--- src/rtl/assert_macros.svh ---
// assertion macros used by the top-level rtl file
// expects clk and arst_n in the scope of each use
`ifndef ASSERT_MACROS_SVH
`define ASSERT_MACROS_SVH

// implication or plain property checked on every rising edge outside reset
`define HBP_ASSERT(label, prop, msg) \
	label: assert property (@(posedge clk) disable iff (!arst_n) (prop)) else $error(msg);

// condition that must never hold outside reset
`define HBP_NEVER(label, cond, msg) \
	label: assert property (@(posedge clk) disable iff (!arst_n) !(cond)) else $error(msg);

`endif

--- src/rtl/hbp_pkg.sv ---
// types and constants of the text bits / hex byte parser
// no dependencies
package hbp_pkg;

	localparam logic [7:0] CH_SPACE   = 8'h20;
	localparam logic [7:0] CH_HASH    = 8'h23;
	localparam logic [7:0] CH_NEWLINE = 8'h0A;
	localparam logic [7:0] CH_ZERO    = 8'h30;
	localparam logic [7:0] CH_ONE     = 8'h31;

	typedef enum logic [0:0] {
		CFG_MODE,
		CFG_CAPACITY
	} hbp_cfg_idx_t;

	typedef enum logic [1:0] {
		ST_OK,
		ST_FORMAT,
		ST_FULL
	} hbp_status_t;

	typedef enum logic [2:0] {
		K_SPACE,
		K_HASH,
		K_NEWLINE,
		K_BIT,
		K_HEX,
		K_OTHER
	} hbp_kind_t;

	typedef struct packed {
		logic      start;
		hbp_kind_t kind;
		logic [3:0] nibble;
	} hbp_item_t;

	typedef struct packed {
		logic [7:0]  byte_value;
		logic        byte_ready;
		logic [1:0]  status;
		logic [15:0] bytes_count;
	} hbp_result_t;

endpackage

--- src/rtl/hbp_queue.sv ---
// two-entry queue of requests, used between the parser stages and at the output
// depends on nothing
module hbp_queue #(
	parameter int WIDTH = 8
) (
	input  logic             clk,
	input  logic             arst_n,
	input  logic             push,
	input  logic [WIDTH-1:0] din,
	output logic             full,
	input  logic             pop,
	output logic [WIDTH-1:0] dout,
	output logic             empty
);

	logic [WIDTH-1:0] mem_q [2];
	logic             wr_ptr_q;
	logic             rd_ptr_q;
	logic [1:0]       cnt_q;
	logic             do_push;
	logic             do_pop;

	assign full    = (cnt_q == 2'd2);
	assign empty   = (cnt_q == 2'd0);
	assign do_push = push && !full;
	assign do_pop  = pop && !empty;
	assign dout    = mem_q[rd_ptr_q];

	always_ff @(posedge clk) begin
		if (do_push) begin
			mem_q[wr_ptr_q] <= din;
		end
	end

	always_ff @(posedge clk or negedge arst_n) begin
		if (!arst_n) begin
			wr_ptr_q <= 1'b0;
			rd_ptr_q <= 1'b0;
			cnt_q    <= 2'd0;
		end else begin
			if (do_push) begin
				wr_ptr_q <= !wr_ptr_q;
			end
			if (do_pop) begin
				rd_ptr_q <= !rd_ptr_q;
			end
			if (do_push && !do_pop) begin
				cnt_q <= cnt_q + 2'd1;
			end else if (do_pop && !do_push) begin
				cnt_q <= cnt_q - 2'd1;
			end
		end
	end

endmodule

--- src/rtl/hbp_front.sv ---
// front end: takes characters, classifies them and queues them for the back end
// depends on hbp_pkg and hbp_queue
module hbp_front
	import hbp_pkg::*;
(
	input  logic      clk,
	input  logic      arst_n,
	input  logic      push,
	input  logic [7:0] char_code,
	input  logic      stream_start,
	output logic      full,
	output hbp_item_t item,
	output logic      item_valid,
	input  logic      item_take
);

	hbp_item_t cls;
	logic      is_dec;
	logic      is_lower;
	logic      is_upper;
	logic      q_empty;

	always_comb begin
		is_dec   = (char_code >= 8'h30) && (char_code <= 8'h39);
		is_lower = (char_code >= 8'h61) && (char_code <= 8'h66);
		is_upper = (char_code >= 8'h41) && (char_code <= 8'h46);
		cls.start  = stream_start;
		cls.nibble = is_dec ? char_code[3:0] : char_code[3:0] + 4'd9;
		priority if (char_code == CH_SPACE) begin
			cls.kind = K_SPACE;
		end else if (char_code == CH_HASH) begin
			cls.kind = K_HASH;
		end else if (char_code == CH_NEWLINE) begin
			cls.kind = K_NEWLINE;
		end else if (char_code == CH_ZERO || char_code == CH_ONE) begin
			cls.kind = K_BIT;
		end else if (is_dec || is_lower || is_upper) begin
			cls.kind = K_HEX;
		end else begin
			cls.kind = K_OTHER;
		end
	end

	hbp_queue #(.WIDTH($bits(hbp_item_t))) u_queue (
		.clk    (clk),
		.arst_n (arst_n),
		.push   (push),
		.din    (cls),
		.full   (full),
		.pop    (item_take),
		.dout   (item),
		.empty  (q_empty)
	);

	assign item_valid = !q_empty;

endmodule

--- src/rtl/hbp_back.sv ---
// back end: stream state, byte assembly, status and the result queue
// depends on hbp_pkg and hbp_queue
module hbp_back
	import hbp_pkg::*;
#(
	parameter int COUNT_WIDTH = 16
) (
	input  logic        clk,
	input  logic        arst_n,
	input  hbp_item_t   item,
	input  logic        item_valid,
	output logic        item_take,
	input  logic        parse_mode,
	input  logic [15:0] capacity,
	input  logic        res_pop,
	output hbp_result_t res,
	output logic        res_empty
);

	localparam int CMP_W = (COUNT_WIDTH > 16) ? COUNT_WIDTH : 16;
	localparam logic [COUNT_WIDTH-1:0] CNT_MAX = {COUNT_WIDTH{1'b1}};

	logic                   in_comment_q;
	logic [2:0]             digit_pos_q;
	logic [7:0]             partial_q;
	logic [COUNT_WIDTH-1:0] count_q;
	logic                   format_err_q;
	logic                   stopped_q;

	logic                   cm;
	logic [2:0]             dp;
	logic [7:0]             pb;
	logic [COUNT_WIDTH-1:0] cnt;
	logic                   fe;
	logic                   sf;
	logic                   rdy;
	logic [7:0]             val;
	logic [CMP_W-1:0]       cnt_ext;
	logic [CMP_W-1:0]       cap_ext;
	logic                   res_full;
	hbp_result_t            res_new;

	assign item_take = item_valid && !res_full;

	always_comb begin
		cm  = in_comment_q;
		dp  = digit_pos_q;
		pb  = partial_q;
		cnt = count_q;
		fe  = format_err_q;
		sf  = stopped_q;
		rdy = 1'b0;
		val = 8'd0;
		if (item.start) begin
			cm  = 1'b0;
			dp  = 3'd0;
			pb  = 8'd0;
			cnt = '0;
			fe  = 1'b0;
			sf  = 1'b0;
		end
		cnt_ext = CMP_W'(cnt);
		cap_ext = CMP_W'(capacity);
		if (!fe && !sf) begin
			priority if (cnt_ext == cap_ext || cnt == CNT_MAX) begin
				sf = 1'b1;
			end else if (cm) begin
				if (item.kind == K_NEWLINE) begin
					cm = 1'b0;
				end
			end else if (item.kind == K_SPACE || item.kind == K_HASH ||
				item.kind == K_NEWLINE) begin
				if (dp != 3'd0) begin
					fe = 1'b1;
				end else if (item.kind == K_HASH) begin
					cm = 1'b1;
				end
			end else if (!parse_mode) begin
				if (item.kind == K_BIT) begin
					pb = {pb[6:0], item.nibble[0]};
					if (dp == 3'd7) begin
						rdy = 1'b1;
						val = pb;
						dp  = 3'd0;
						pb  = 8'd0;
					end else begin
						dp = dp + 3'd1;
					end
				end
			end else begin
				if (item.kind == K_OTHER) begin
					fe = 1'b1;
				end else begin
					pb = {pb[3:0], item.nibble};
					if (dp != 3'd0) begin
						rdy = 1'b1;
						val = pb;
						dp  = 3'd0;
						pb  = 8'd0;
					end else begin
						dp = 3'd1;
					end
				end
			end
			if (rdy) begin
				cnt = cnt + COUNT_WIDTH'(1);
			end
		end
		res_new.byte_value  = val;
		res_new.byte_ready  = rdy;
		res_new.status      = fe ? ST_FORMAT : (sf ? ST_FULL : ST_OK);
		res_new.bytes_count = 16'(CMP_W'(cnt));
	end

	always_ff @(posedge clk or negedge arst_n) begin
		if (!arst_n) begin
			in_comment_q <= 1'b0;
			digit_pos_q  <= 3'd0;
			partial_q    <= 8'd0;
			count_q      <= '0;
			format_err_q <= 1'b0;
			stopped_q    <= 1'b0;
		end else if (item_take) begin
			in_comment_q <= cm;
			digit_pos_q  <= dp;
			partial_q    <= pb;
			count_q      <= cnt;
			format_err_q <= fe;
			stopped_q    <= sf;
		end
	end

	hbp_queue #(.WIDTH($bits(hbp_result_t))) u_res_queue (
		.clk    (clk),
		.arst_n (arst_n),
		.push   (item_take),
		.din    (res_new),
		.full   (res_full),
		.pop    (res_pop),
		.dout   (res),
		.empty  (res_empty)
	);

endmodule

--- src/rtl/text_bits_hex_byte_parser.sv ---
// an accepted character is registered in the front queue, then the back end updates its state and queues the result
// throughput: one character per cycle while the result queue is not full, set by the state update in the back end
// two-entry queues between front and back and at the output let each side stall alone
// reset: queues empty, stream state cleared, parse_mode 0, capacity 65535
// depends on hbp_pkg, hbp_front, hbp_back and assert_macros.svh
module text_bits_hex_byte_parser
	import hbp_pkg::*;
#(
	parameter int COUNT_WIDTH = 16
) (
	input  logic        clk,
	input  logic        arst_n,
	input  logic        push,
	output logic        full,
	input  logic [7:0]  char_code,
	input  logic        stream_start,
	output logic        empty,
	input  logic        pop,
	output logic [7:0]  byte_value,
	output logic        byte_ready,
	output logic [1:0]  status,
	output logic [15:0] bytes_count,
	input  logic        cfg_valid,
	output logic        cfg_ready,
	input  logic [0:0]  cfg_index,
	input  logic [15:0] cfg_data
);

	logic        mode_q;
	logic [15:0] capacity_q;
	hbp_item_t   item;
	logic        item_valid;
	logic        item_take;
	hbp_result_t res;

	assign cfg_ready = 1'b1;

	always_ff @(posedge clk or negedge arst_n) begin
		if (!arst_n) begin
			mode_q     <= 1'b0;
			capacity_q <= 16'hFFFF;
		end else if (cfg_valid && cfg_ready) begin
			unique case (cfg_index)
				CFG_MODE:     mode_q     <= cfg_data[0];
				CFG_CAPACITY: capacity_q <= cfg_data;
				default:      mode_q     <= mode_q;
			endcase
		end
	end

	hbp_front u_front (
		.clk          (clk),
		.arst_n       (arst_n),
		.push         (push),
		.char_code    (char_code),
		.stream_start (stream_start),
		.full         (full),
		.item         (item),
		.item_valid   (item_valid),
		.item_take    (item_take)
	);

	hbp_back #(.COUNT_WIDTH(COUNT_WIDTH)) u_back (
		.clk        (clk),
		.arst_n     (arst_n),
		.item       (item),
		.item_valid (item_valid),
		.item_take  (item_take),
		.parse_mode (mode_q),
		.capacity   (capacity_q),
		.res_pop    (pop),
		.res        (res),
		.res_empty  (empty)
	);

	assign byte_value  = res.byte_value;
	assign byte_ready  = res.byte_ready;
	assign status      = res.status;
	assign bytes_count = res.bytes_count;

`include "assert_macros.svh"

	`HBP_ASSERT(a_ready_ok, !empty && byte_ready |-> status == ST_OK, "byte with bad status")
	`HBP_NEVER(a_idle_value, !empty && !byte_ready && byte_value != 8'd0, "stray byte value")

endmodule
--- config.mk ---
export PLATFORM = sky130hd
export DESIGN_NAME = text_bits_hex_byte_parser
export DESIGN_NICKNAME = d
export VERILOG_FILES = /design/src/rtl/hbp_pkg.sv /design/src/rtl/hbp_queue.sv /design/src/rtl/hbp_front.sv /design/src/rtl/hbp_back.sv /design/src/rtl/text_bits_hex_byte_parser.sv
export VERILOG_INCLUDE_DIRS = /design/src /design/src/rtl
export SDC_FILE = /design/constraint.sdc
export NUM_CORES = 1
export LEC_CHECK = 0
export BUFFER_PORTS_ARGS = -buffer_cell sky130_fd_sc_hd__buf_2
export CAP_MARGIN = 10
export CELL_PAD_IN_SITES_DETAIL_PLACEMENT = 2
export CELL_PAD_IN_SITES_GLOBAL_PLACEMENT = 2
export CORE_MARGIN = 5
export CORE_UTILIZATION = 43
export CTS_CLUSTER_SIZE = 28
export DETAILED_ROUTE_END_ITERATION = 10
export PLACE_DENSITY_LB_ADDON = 0.1
export REMOVE_ABC_BUFFERS = 1
export SYNTH_ARGS = -nofsm -noshare
export SYNTH_HDL_FRONTEND = slang
export SYNTH_SLANG_ARGS = --single-unit
--- constraint.sdc ---
create_clock -name clk -period 5.23 [get_ports clk]
set_input_delay 1.3075 -clock clk [delete_from_list [all_inputs] [get_ports clk]]
set_output_delay 1.3075 -clock clk [all_outputs]
set_load 0.005 [all_outputs]
==> results.md, run 1 <==
* Max VDD drop at 342 µV
* All-Layer GR Usage at 23.1%
* DPL Wire Length at 13.4 mm
* Vias in the first global route at 5800
* Slew HR at 35.5%
* Leak at 3.07 nW
* Number of synthesis warnings at 0
* Placed Cells at 854
* Initial antenna violation count at 0
* Hold Path Class: flip-flop to flip-flop
* ANT nets after route at 0
* NetSw at 0.00159 W
* Status: finished clean
* Cell count after synthesis at 611
* P&R area growth vs syn at 15.4%
* Vias per inst at 5.86
* I/O pin cnt at 61
* Die Ht at 135 µm
* GP Congestion at 0.783
* H-tree Lvls at 4
* Worst setup margin at 1180 ps
* Sequential share of power at 37.7%
* First-pass GRT wire length at 32.7 mm
* Clk Tree Root Cell: clkbuf_16
* Clk buf depth at 2
* Maximum capacitance violations at 0
* Final setup fails at 0
* Ys flop type: edfxtp_1
* Tcrit/Tclk final at 77.4%
* Worst skew pair latency at 420 ps
* Met3 WL post-DR at 891 µm
* # resized after CTS at 0
* Kind of critical path: flip-flop to flip-flop
* Worst EP arrival at 4220 ps
* Max-slew violations at 0
* Core area at 15300 µm²
* Critical path peak fanout at 21
* Vias at 5188
* Post-synth EDFFs at 70
* Post-synthesis register bit count at 124
* Total Wirelength at 20.0 mm
* Met2 WL at 9.56 mm
* Clock network power share at 27.1%
* Gate power share at 35.2%
* Net Sw Frac at 36.2%
* Worst-path clk slew at 60 ps
* Register area share after synthesis at 51.8%
* Die Wd at 135 µm
* DR iter-0 viols at 261
* Crit. End Element: flip-flop
* Port Buffers at 59
* Pwr dens at 566 nW/µm²
* First-pass iteration count of the detailed router at 4
* Number of remaining DRC errors at 0
* TNS Setup at 0 ps
* Pre-CTS setup slack at 1250 ps
* Die ar. at 18200 µm²
* Grt total ovfl at 0
* CTS Hold Bufs at 0
* Fmax at 247 MHz
* WP data required at 5400 ps
* Initial Util at 43.9%
* Post-synth ARST share at 43.5%
* Int Pwr at 0.00279 W
* Largest net degree at the start of global routing at 37
* Nets at 704
* Synthesized area at 6700 µm²
* Rows at 45
* Mapped Avg Cell Area at 11.0 µm²
* Cell variety after synth at 70
* Post-CTS setup buffer count at 0
* Proportion of layout cells with a drive suffix above 1 at 26.1%
* Clock Sinks at 124
* CTS tree: built
* Non-Filler Instances at 886
* Slew @ Worst Pin at 967 ps
* Final Hold Fails at 0
* DR top layer: met4
* Worst Skew at 9.85 ps
* CTS Buf Count at 17
* RSZ-0062 raised after global routing: false
* ANT cells at 0
* DR WL/cell at 22.6 µm
* Fillers at 1536
* Worst Setup Start Kind: flip-flop
* DRT met1 WL at 9.33 mm
* Fin crit period at 4050 ps
[cell usage in the layout, fill, tap and decap left out, types with 6 or more instances in the layout]
master	synthesis	layout
edfxtp_1	70	70
buf_2	7	59
nand2_1	58	58
mux2_2	50	50
dfrtp_1	38	38
nor2_1	38	37
nor3_1	24	24
inv_1	23	23
a21oi_1	22	22
nand3_1	19	19
o21ai_0	17	17
clkbuf_16	0	17
dfstp_2	16	16
and3_1	14	14
xnor2_1	13	13
o22ai_1	12	12
ha_1	11	11
nand4_1	10	10
buf_4	1	9
o211ai_1	8	8
mux2i_1	8	8
and2_1	8	8
a21boi_0	8	8
a21o_1	7	7
nor2b_1	6	6
a32oi_1	6	6
[cells in the mapped netlist (all sizes together), types with 4 or more instances]
cell    number  area share [%]
xor2         5            0.65
a21boi       8            0.90
clkbuf      21             1.2
dfrtp       38              14
mux2        52             8.8
or4          6            0.73
o21ai       19             1.5
o211ai       8            0.90
a31oi        4            0.60
nand3       19             1.4
nor3        25             1.9
nor2        38             2.1
o311ai       4            0.52
or3          4            0.37
a21o         7            0.78
ha          11             2.1
dfstp       16             6.3
nor2b        6            0.56
nand2b       4            0.37
a211oi       5            0.56
nand2       59             3.3
o22ai       12             1.1
o22a         4            0.52
xnor2       13             1.7
buf         15             1.5
nand4       10            0.93
and2         8            0.75
mux2i        9             1.5
nor4         5            0.47
inv         23             1.3
a22oi        4            0.45
a32oi        6            0.78
and3        14             1.3
a21oi       23             1.8
edfxtp      70              31
[worst max-delay path, stage by stage, from the launching register on]
cell,delay (ps)
dfrtp_1,820
mux2i_4,700
buf_4,320
a21boi_0,140
a211oi_1,260
and4b_1,310
nand2_1,370
nand3_1,470
mux2_2,390
[state kept, by name, indices dropped and copies added (netlist names)]
name                         flops
capacity_q                      16
mode_q                           1
u_back.count_q                  16
u_back.digit_pos_q               3
u_back.format_err_q              1
u_back.in_comment_q              1
u_back.partial_q                 7
u_back.stopped_q                 1
u_back.u_res_queue.cnt_q         2
u_back.u_res_queue.mem_q        54
u_back.u_res_queue.rd_ptr_q      1
u_back.u_res_queue.wr_ptr_q      1
u_front.u_queue.cnt_q            2
u_front.u_queue.mem_q           16
u_front.u_queue.rd_ptr_q         1
u_front.u_queue.wr_ptr_q         1
[layer usage]
| layer | global-route usage [%] | vias up |
|---|---|---|
| met5 | 0 | - |
| met4 | 6.73 | 0 |
| met3 | 4.96 | 19 |
| met2 | 37.1 | 120 |
| met1 | 31.6 | 2667 |
| li1 | - | 2382 |
[final cells by class]
type,count,area [µm²],share of cell area (%)
Tap cell,211,264,3.41
Sequential cell,124,3470,44.9
Timing Repair Buffer,68,363,4.69
Clock inverter,14,151,1.96
Inverter,23,86.3,1.12
Multi-Input combinational cell,428,2970,38.4
Clock buffer,18,429,5.55
[power by group through the flow]
stage / Combinational [W] / Clock, W / Sequential (W)
floorplan: 0.000943 / 0 / 0.00162
global placement: 0.00149 / 0 / 0.00163
global route: 0.00169 / 0.00126 / 0.00169
finish: 0.00154 / 0.00119 / 0.00165
CTS: 0.00157 / 0.00121 / 0.00165
detailed placement: 0.00154 / 0 / 0.00166
[stage by stage]
step	utilization, %	total power (W)	instance area [µm²]	hold WS (ps)
floorplan	-	0.00256	6530	460
global placement	46.9	0.00312	7150	464
detailed placement	46.9	0.00320	7150	477
CTS	50.7	0.00443	7730	492
global route	50.7	0.00465	7730	509
finish	50.7	0.00438	7730	492
[cell families (layout without fill, tap and decap cells)]
group / after synthesis / count (layout) / synth area share, %
flip-flops: 124 / 124 / 51.8
XOR/XNOR: 18 / 18 / 2.35
AND/OR/NAND/NOR: 214 / 214 / 16.3
multiplexers: 61 / 61 / 10.4
buffers and inverters: 59 / 123 / 3.94
adder cells (fa/ha/maj): 11 / 11 / 2.05
other: 1 / 1 / 0.0559
AO/OA/AOI/OAI: 123 / 123 / 13.1
[worst paths after layout]
check,slack [ps],startpoint,depth (start not counted),to
max reg2reg,1180,u_front.u_queue.rd_ptr_q,8,u_back.u_res_queue.mem_q[1][1]
max,1180,u_front.u_queue.rd_ptr_q,8,u_back.u_res_queue.mem_q[1][1]
max in group asynchronous,3310,arst_n,2,capacity_q[10]
min,490,u_back.u_res_queue.rd_ptr_q,1,u_back.u_res_queue.rd_ptr_q
min in group asynchronous,1040,arst_n,1,u_front.u_queue.wr_ptr_q
min reg2reg,490,u_back.u_res_queue.rd_ptr_q,1,u_back.u_res_queue.rd_ptr_q
(Power assumes the default switching activity.)
==> run 2, diff against run 1 <==
--- a/config.mk
+++ b/config.mk
@@ -11,7 +11,7 @@
 export CELL_PAD_IN_SITES_DETAIL_PLACEMENT = 2
 export CELL_PAD_IN_SITES_GLOBAL_PLACEMENT = 2
 export CORE_MARGIN = 5
-export CORE_UTILIZATION = 43
+export CORE_UTILIZATION = 40
 export CTS_CLUSTER_SIZE = 28
 export DETAILED_ROUTE_END_ITERATION = 10
 export PLACE_DENSITY_LB_ADDON = 0.1
==> constraint.sdc (replaced) <==
create_clock -name clk -period 4.1 [get_ports clk]
set_input_delay 1.025 -clock clk [delete_from_list [all_inputs] [get_ports clk]]
set_output_delay 1.025 -clock clk [all_outputs]
set_load 0.005 [all_outputs]
==> run 2 against run 1 <==
Effect of this change:
- register-to-register slack worse by 640 ps
- via count down 0.83%
- worst setup slack worse by 640 ps
- non-clock buffer count rose by 3
- clock-buffer cell count unchanged
- power increased by 28%
- first-iteration DRC count fell by 28%
- wire length shrank 0.23%
- sequential power rose by 25%
- clock skew grew 3.6 ps
- critical endpoint is now u_back.u_res_queue.mem_q[1][15]
==> results.md, run 2 (synthesis gave the netlist of run 1 again) <==
* DPL Wire Length at 14.0 mm (+4.5%)
* CTS tree: built
* Leak at 3.09 nW (+0.76%)
* Vias at 5145 (-0.83%)
* ANT cells at 0 (unchanged)
* All-Layer GR Usage at 21.3% (-1.8 points)
* Core area at 16500 µm² (+8.3%)
* Net Sw Frac at 36.2% (about the same)
* Die Wd at 139 µm (+3.4%)
* RSZ-0062 raised after global routing: false
* Sequential share of power at 36.9% (-0.8 points)
* Fmax at 281 MHz (+14%)
* I/O pin cnt at 61 (unchanged)
* Rows at 47 (+4.4%)
* Worst Setup Start Kind: flip-flop
* Non-Filler Instances at 898 (+1.4%)
* Clk buf depth at 2 (unchanged)
* WP data required at 4350 ps (-1050 ps)
* Grt total ovfl at 0 (unchanged)
* H-tree Lvls at 4 (unchanged)
* Vias per inst at 5.73 (-2.2%)
* Clock Sinks at 124 (unchanged)
* DR WL/cell at 22.3 µm (-1.6%)
* Status: finished clean
* P&R area growth vs syn at 16.4%
* Fillers at 1709 (+11%)
* Number of remaining DRC errors at 0 (unchanged)
* Fin crit period at 3560 ps (-493 ps)
* Final Hold Fails at 0 (unchanged)
* NetSw at 0.00203 W (+28%)
* Buffer and inverter count on the worst path at 1 (unchanged)
* DR iter-0 viols at 187 (-28%)
* Initial Util at 40.6% (-3.4 points)
* Largest net degree at the start of global routing at 45 (+22%)
* CTS Hold Bufs at 0 (unchanged)
* ANT nets after route at 0 (unchanged)
* First-pass GRT wire length at 32.5 mm (-0.34%)
* Worst-path cell chain: mux2i_4, nand2_1, inv_1, ha_1, ha_1, a32o_2, nand2_2, or4_4, or3_1, a21oi_1
* Area of the multi-input gates at 2970 µm² (unchanged)
* Pwr dens at 721 nW/µm² (+27%)
* Total Wirelength at 20.0 mm (-0.23%)
* Tcrit/Tclk final at 86.7% (+9.3 points)
* Placed Cells at 866 (+1.4%)
* Most numerous cell on the critical path: ha_1
* Reg with most FFs: u_back.u_res_queue.mem_q
* Post-CTS setup buffer count at 0 (unchanged)
* Worst skew pair latency at 430 ps (about the same)
* CTS Buf Count at 17 (unchanged)
* Int Pwr at 0.00359 W (+28%)
* Max-slew violations at 0 (unchanged)
* Port Buffers at 59 (unchanged)
* Most frequent cells in the layout: 70 x edfxtp_1, 59 x buf_2, 58 x nand2_1
* Top delay family on crit path: simple AND/OR/NAND/NOR gates
* Max FFs per register at 54 (unchanged)
* Nets at 707 (+0.43%)
* Slew @ Worst Pin at 775 ps (-192 ps)
* Die ar. at 19400 µm² (+6.9%)
* Worst Skew at 13.4 ps (+3.58 ps)
* # resized after CTS at 0 (unchanged)
* Worst EP arrival at 3800 ps (-420 ps)
* Vias in the first global route at 5743 (-0.98%)
* Gate power share at 35.9% (+0.7 points)
* Hold Slack at 490 ps (-1.74 ps)
* Crit. End Element: flip-flop
* Hold Path Class: flip-flop to flip-flop
* TNS Setup at 0 ps (unchanged)
* Max incr delay on CP at 600 ps (-220 ps)
* Proportion of layout cells with a drive suffix above 1 at 26.8% (+0.77 points)
* Max VDD drop at 390 µV (+14%)
* Critical path peak fanout at 20 (-4.8%)
* Clock network power share at 27.2% (about the same)
* First-pass iteration count of the detailed router at 5 (+1)
* Maximum capacitance violations at 0 (unchanged)
* Commonest non-fill, non-tap cell in the layout: edfxtp_1
* Slowest cell on crit path: mux2i_4
* GP Congestion at 0.863 (+10%)
* Kind of critical path: flip-flop to flip-flop
* Worst-path clk slew at 60 ps (about the same)
* Final setup fails at 0 (unchanged)
* Die Ht at 139 µm (+3.4%)
* Clk Tree Root Cell: clkbuf_16
* Sequential Area at 3470 µm² (unchanged)
* Initial antenna violation count at 0 (unchanged)
* Slew HR at 48.1% (+13 points)
[run 2: changes by cell type in the layout (fill, tap and decap cells not counted), sizes merged]
cell      before  now
inv           24   25
clkinvlp       3    4
clkinv         7    5
buf           68   71
[run 2: through the flow]
step	utilization, %	power [W]	setup slack (ps)	instance area, µm²
6_report	47.2	0.00562	544	7800
5_1_grt	47.2	0.00598	273	7800
4_1_cts	47.2	0.00571	561	7800
3_5_place_dp	43.6	0.00413	610	7200
3_3_place_gp	43.6	0.00400	755	7200
2_1_floorplan	-	0.00326	272	6530
[run 2: per-layer routing]
metal	routed length, µm	global-route usage, %	part of all wire (%)
met2	9680	35.2	48
met3	756	3.77	3.8
met4	272	6.44	1.4
met1	9280	28.6	46
met5	0	0	0
[run 2: path summary, 6_finish.rpt]
path,from,endpoint,slack (ps),cells past startpoint
max reg2reg,u_front.u_queue.mem_q[0][7],u_back.u_res_queue.mem_q[1][15],540,10
min,u_front.u_queue.wr_ptr_q,u_front.u_queue.wr_ptr_q,490,1
min reg2reg,u_front.u_queue.wr_ptr_q,u_front.u_queue.wr_ptr_q,490,1
max in group asynchronous,arst_n,capacity_q[4],2800,2
min in group asynchronous,arst_n,u_front.u_queue.cnt_q[1],570,1
max,u_front.u_queue.mem_q[0][7],u_back.u_res_queue.mem_q[1][15],540,10
[run 2: layout make-up]
class / count / area share [%]
Clock inverter: 14 / 2.17
Multi-Input combinational cell: 428 / 38.1
Tap cell: 220 / 3.53
Timing Repair Buffer: 71 / 5.10
Clock buffer: 18 / 5.50
Sequential cell: 124 / 44.5
Inverter: 23 / 1.11
[run 2: power groups by stage]
stage          sequential, W  clock, W  combinational [W]
2_1_floorplan        0.00206         0            0.00120
3_3_place_gp         0.00205         0            0.00195
3_5_place_dp         0.00210         0            0.00203
4_1_cts              0.00208   0.00157            0.00206
5_1_grt              0.00212   0.00163            0.00223
6_report             0.00207   0.00153            0.00202
